==> src/rtl/scim_ram.sv <==
// generic single-write, single-read synchronous ram with registered read
module scim_ram #(
    parameter int WIDTH = 8,
    parameter int DEPTH = 64
) (
    input  logic                                  clk,
    input  logic                                  we,
    input  logic [(DEPTH > 1 ? $clog2(DEPTH) : 1)-1:0] waddr,
    input  logic [WIDTH-1:0]                      wdata,
    input  logic                                  re,
    input  logic [(DEPTH > 1 ? $clog2(DEPTH) : 1)-1:0] raddr,
    output logic [WIDTH-1:0]                      rdata
);

    logic [WIDTH-1:0] mem [DEPTH];

    // write port
    always_ff @(posedge clk)
    begin
        if (we)
        begin
            mem[waddr] <= wdata;
        end
    end

    // registered read, data holds while re is low
    always_ff @(posedge clk)
    begin
        if (re)
        begin
            rdata <= mem[raddr];
        end
    end

endmodule

==> config.mk <==
export PLATFORM = sky130hd
export DESIGN_NAME = scim_ram
export DESIGN_NICKNAME = d
export VERILOG_FILES = /design/src/rtl/scim_ram.sv
export SDC_FILE = /design/constraint.sdc
export NUM_CORES = 1
export LEC_CHECK = 0
export BUFFER_PORTS_ARGS = -buffer_cell sky130_fd_sc_hd__buf_4
export CAP_MARGIN = 30
export CORE_UTILIZATION = 42
export CTS_CLUSTER_DIAMETER = 30
export DETAILED_ROUTE_END_ITERATION = 12
export SLEW_MARGIN = 20
export SYNTH_ARGS = -nofsm -noshare
export SYNTH_HDL_FRONTEND = slang
export SYNTH_SLANG_ARGS = --single-unit
==> constraint.sdc <==
create_clock -name clk -period 2.9 [get_ports clk]
set_clock_uncertainty 0.2 [all_clocks]
set_input_delay 0.29 -clock clk [delete_from_list [all_inputs] [get_ports clk]]
set_output_delay 0.29 -clock clk [all_outputs]
set_load 0.01 [all_outputs]
==> results.rst <==
.. list-table::
   :header-rows: 1

   * - Metric
     - Value
   * - Unrepaired setup endpoints after global routing
     - false
   * - CTS tree
     - done
   * - Fill cell count
     - 3682
   * - Count of vias placed by the detailed router
     - 10200
   * - Sinks on the clock net
     - 520
   * - Maximum level of the CTS H-tree
     - 3
   * - Hpwl dp
     - between 20000 and 30000 um
   * - Worst R2R Path Depth
     - 5
   * - Pin slew with the least headroom to its limit
     - 0.762 ns
   * - Overall die area
     - 49100 um2
   * - Antenna Nets Post-Route
     - 0
   * - Maximum buffer depth of the clock tree
     - 3
   * - Summed instance area of the synthesized netlist
     - 20200 um2
   * - Remaining global-route overflow
     - 0
   * - Overall power of the completed layout
     - 20.6 mW
   * - Final wirelength
     - 46400 um
   * - Routability Congestion
     - 0.782
   * - Count of pins over their slew limit
     - 0
   * - Mapped Avg Cell Area
     - 21.5 um2
   * - FF+latch count, synth
     - 520
   * - Ranking of synthesized cells by instance count
     - edfxtp_1, mux4_2, nor2_1
   * - Hold bufs inserted after CTS
     - 5
   * - Setup tns final
     - 0 ns
   * - LEAKAGE
     - 8.30 nW
   * - DR WL/cell
     - 25.5 um
   * - Root Buffer
     - clkbuf_16
   * - Total CTS buffers
     - 98
   * - Core occupancy in the finished layout
     - roughly 53%
   * - Synth Warn #
     - 0
   * - Wire length of the first global-routing pass
     - 70000 um
   * - Worst setup path category
     - in2reg
   * - Most instantiated library cell after synthesis
     - edfxtp_1
   * - Arrival time of data at the critical path endpoint
     - 2.35 ns
   * - Number of buffers inserted to repair setup after CTS
     - 0
   * - Critical Path Fanout Max
     - 10
   * - Area share of the largest cell type after synthesis
     - 77.1%
   * - Diode insertion count for antenna repair
     - 0
   * - Clk_lat worst skew
     - about 0.62 ns
   * - Number of setup violations in the final report
     - 0
   * - Worst hold endpoint
     - mem[50][5]$_DFFE_PP_
   * - Maximum number of pins on one net before global-route repair
     - 65
   * - DR pass1 iterations
     - 5
   * - Worst setup SP type
     - primary input
   * - Area added between synthesis and finish
     - 24.5%
   * - Iter 0 DRT Violations
     - 922
   * - Count of standard-cell rows
     - 80
   * - Result of the run
     - completed
   * - Top Layer Used
     - met5
   * - Vias per inst
     - 5.61
   * - Most used flip-flop cell after synthesis
     - edfxtp_1
   * - Number of cells traversed by the worst hold path
     - 1
   * - Data required, critical path
     - 2.93 ns
   * - Number of flops mapped to enable cells by yosys
     - 520
   * - DRC violation count after routing
     - 0
   * - Post-synth net total
     - 963
   * - Highest attainable clock frequency
     - 0.431 GHz
   * - Setup crit end kind
     - flip-flop
   * - Max transition margin
     - just under 50%
   * - Antenna violations before repair
     - 2
   * - Fraction of layout instances using a drive strength above 1
     - 35.7%
   * - Power Dens Cells
     - approximately 820 nW/um2
   * - Critical-path cell with the highest stage delay
     - nor2_1
   * - Post-route clock period utilization
     - between 70 and 80%
   * - IO Pins
     - 31
   * - Type of the most critical hold path
     - in2reg
   * - Clock-pin transition on the worst setup and hold timing paths
     - 0.05 ns
   * - Crit-path cells
     - dlygate4sd3_1 -> buf_4 -> nor2b_1 -> nand3_1 -> nor2_1
   * - Vertical die dimension
     - 222 um
   * - Number of violations of the max-capacitance limit
     - 0
   * - Placeable core region
     - 47600 um2
   * - CP peak stage delay
     - ~0.73 ns
   * - Number of distinct standard cells referenced by the synthesized netlist
     - 39
   * - Final count of hold timing violations
     - 0
   * - Worst R2R Setup Slack
     - 0.66 ns
   * - Ys async rst share
     - 0%
   * - Number of global-route vias before repair
     - roughly 11000
   * - Synthesized instance count
     - 940
   * - Top cells by area, synth
     - edfxtp_1, mux4_2, nor2_1
   * - Library cell occupying the most area in the post-synthesis netlist
     - edfxtp_1
   * - Terminus of the critical flop-to-flop path
     - rdata[6]$_DFFE_PP_
   * - Overall track demand over capacity in global routing
     - 19.5%
   * - Reg-to-reg critical path startpoint
     - mem[21][6]$_DFFE_PP_
   * - Start point of the worst hold path
     - wdata[5]
   * - VDD IR max
     - 0.430 mV
   * - Routed met1 length
     - 20000 um
   * - Met2 wirelength from detailed routing
     - approximately 22000 um
   * - Net count, final
     - 1143
   * - Starting utilization of the core area
     - 42.5%
   * - Count of buffers from port buffering
     - 30
   * - Gates resized, CTS repair
     - 0
   * - Post-layout min period
     - 2.32 ns
   * - Part of the Yosys area used for sequential elements
     - approximately 77%
   * - Met3 Routed Length
     - 2830 um
   * - Width of the die
     - roughly 220 um
-- critical path: cells and delay by family --
kind	cells	cell delay, ns
buf+inv	2	0.72
simple gates	3	1.33
-- routing by layer --
metal  global-route usage, %  up-vias
met5                       0        -
met4                    7.91        4
met3                    3.82       98
met2                    30.2      357
met1                    27.3     5388
li1                        -     4349
-- layout by cell type (no fill, tap or decap), drive strengths merged, types with 7 or more instances in the layout --
cell type / n
buf: 125
bufinv: 15
clkbuf: 106
clkinv: 42
clkinvlp: 12
edfxtp: 520
inv: 9
mux2: 13
mux2i: 23
mux4: 126
nand2: 19
nand2b: 7
nand3: 13
nor2: 83
nor2b: 14
nor3: 7
o221ai: 8
o22ai: 8
-- worst max path at each step --
stage	end	cells after the start	slack (ns)	start
2_1_floorplan	rdata[3]$_DFFE_PP_	7	0.60	raddr[1]
3_3_place_gp	rdata[0]$_DFFE_PP_	8	0.17	raddr[0]
3_5_place_dp	rdata[0]$_DFFE_PP_	8	0.16	raddr[0]
4_1_cts	mem[19][1]$_DFFE_PP_	5	0.62	waddr[1]
5_1_grt	mem[19][1]$_DFFE_PP_	5	0.45	waddr[1]
6_report	mem[19][5]$_DFFE_PP_	5	0.58	waddr[1]
-- final cells by class --
class	count	area, um2	area share (%)
timing repair buffer	131	1100	4.37
sequential	520	15600	62.0
multi-input combinational	369	4320	17.1
clock inverter	78	875	3.47
tap	615	769	3.05
clock buffer	105	2520	10.0
-- logic make-up (layout without fill, tap and decap cells) --
| family | Yosys count | after routing | share of synthesized area, % |
|---|---|---|---|
| flops | 520 | 520 | 77.1 |
| mux | 162 | 162 | 15.9 |
| simple gates | 153 | 153 | 3.37 |
| compound gates | 54 | 54 | 2.06 |
| buf+inv | 51 | 314 | 1.56 |
-- sequential cells by signal, indices dropped and copies added, names as in the netlist --
register and count:
rdata 8, mem 512
-- metrics by stage --
stage	setup slack (ns)	area, um2	hold slack [ns]	cells
after floorplan	0.604	20200	0.189	940
after global placement	0.174	21800	0.406	1630
after detailed placement	0.155	21800	0.409	1630
after CTS	0.619	25200	0.0489	1818
after global routing	0.448	25200	0.0703	1818
final	0.581	25200	0.0325	1818
-- where the power goes --
group,internal (mW),switching (mW)
clock,7.64,3.80
sequential,8.36,0.0230
combinational,0.325,0.483
No activity file was read; power rests on OpenSTA's default activity.
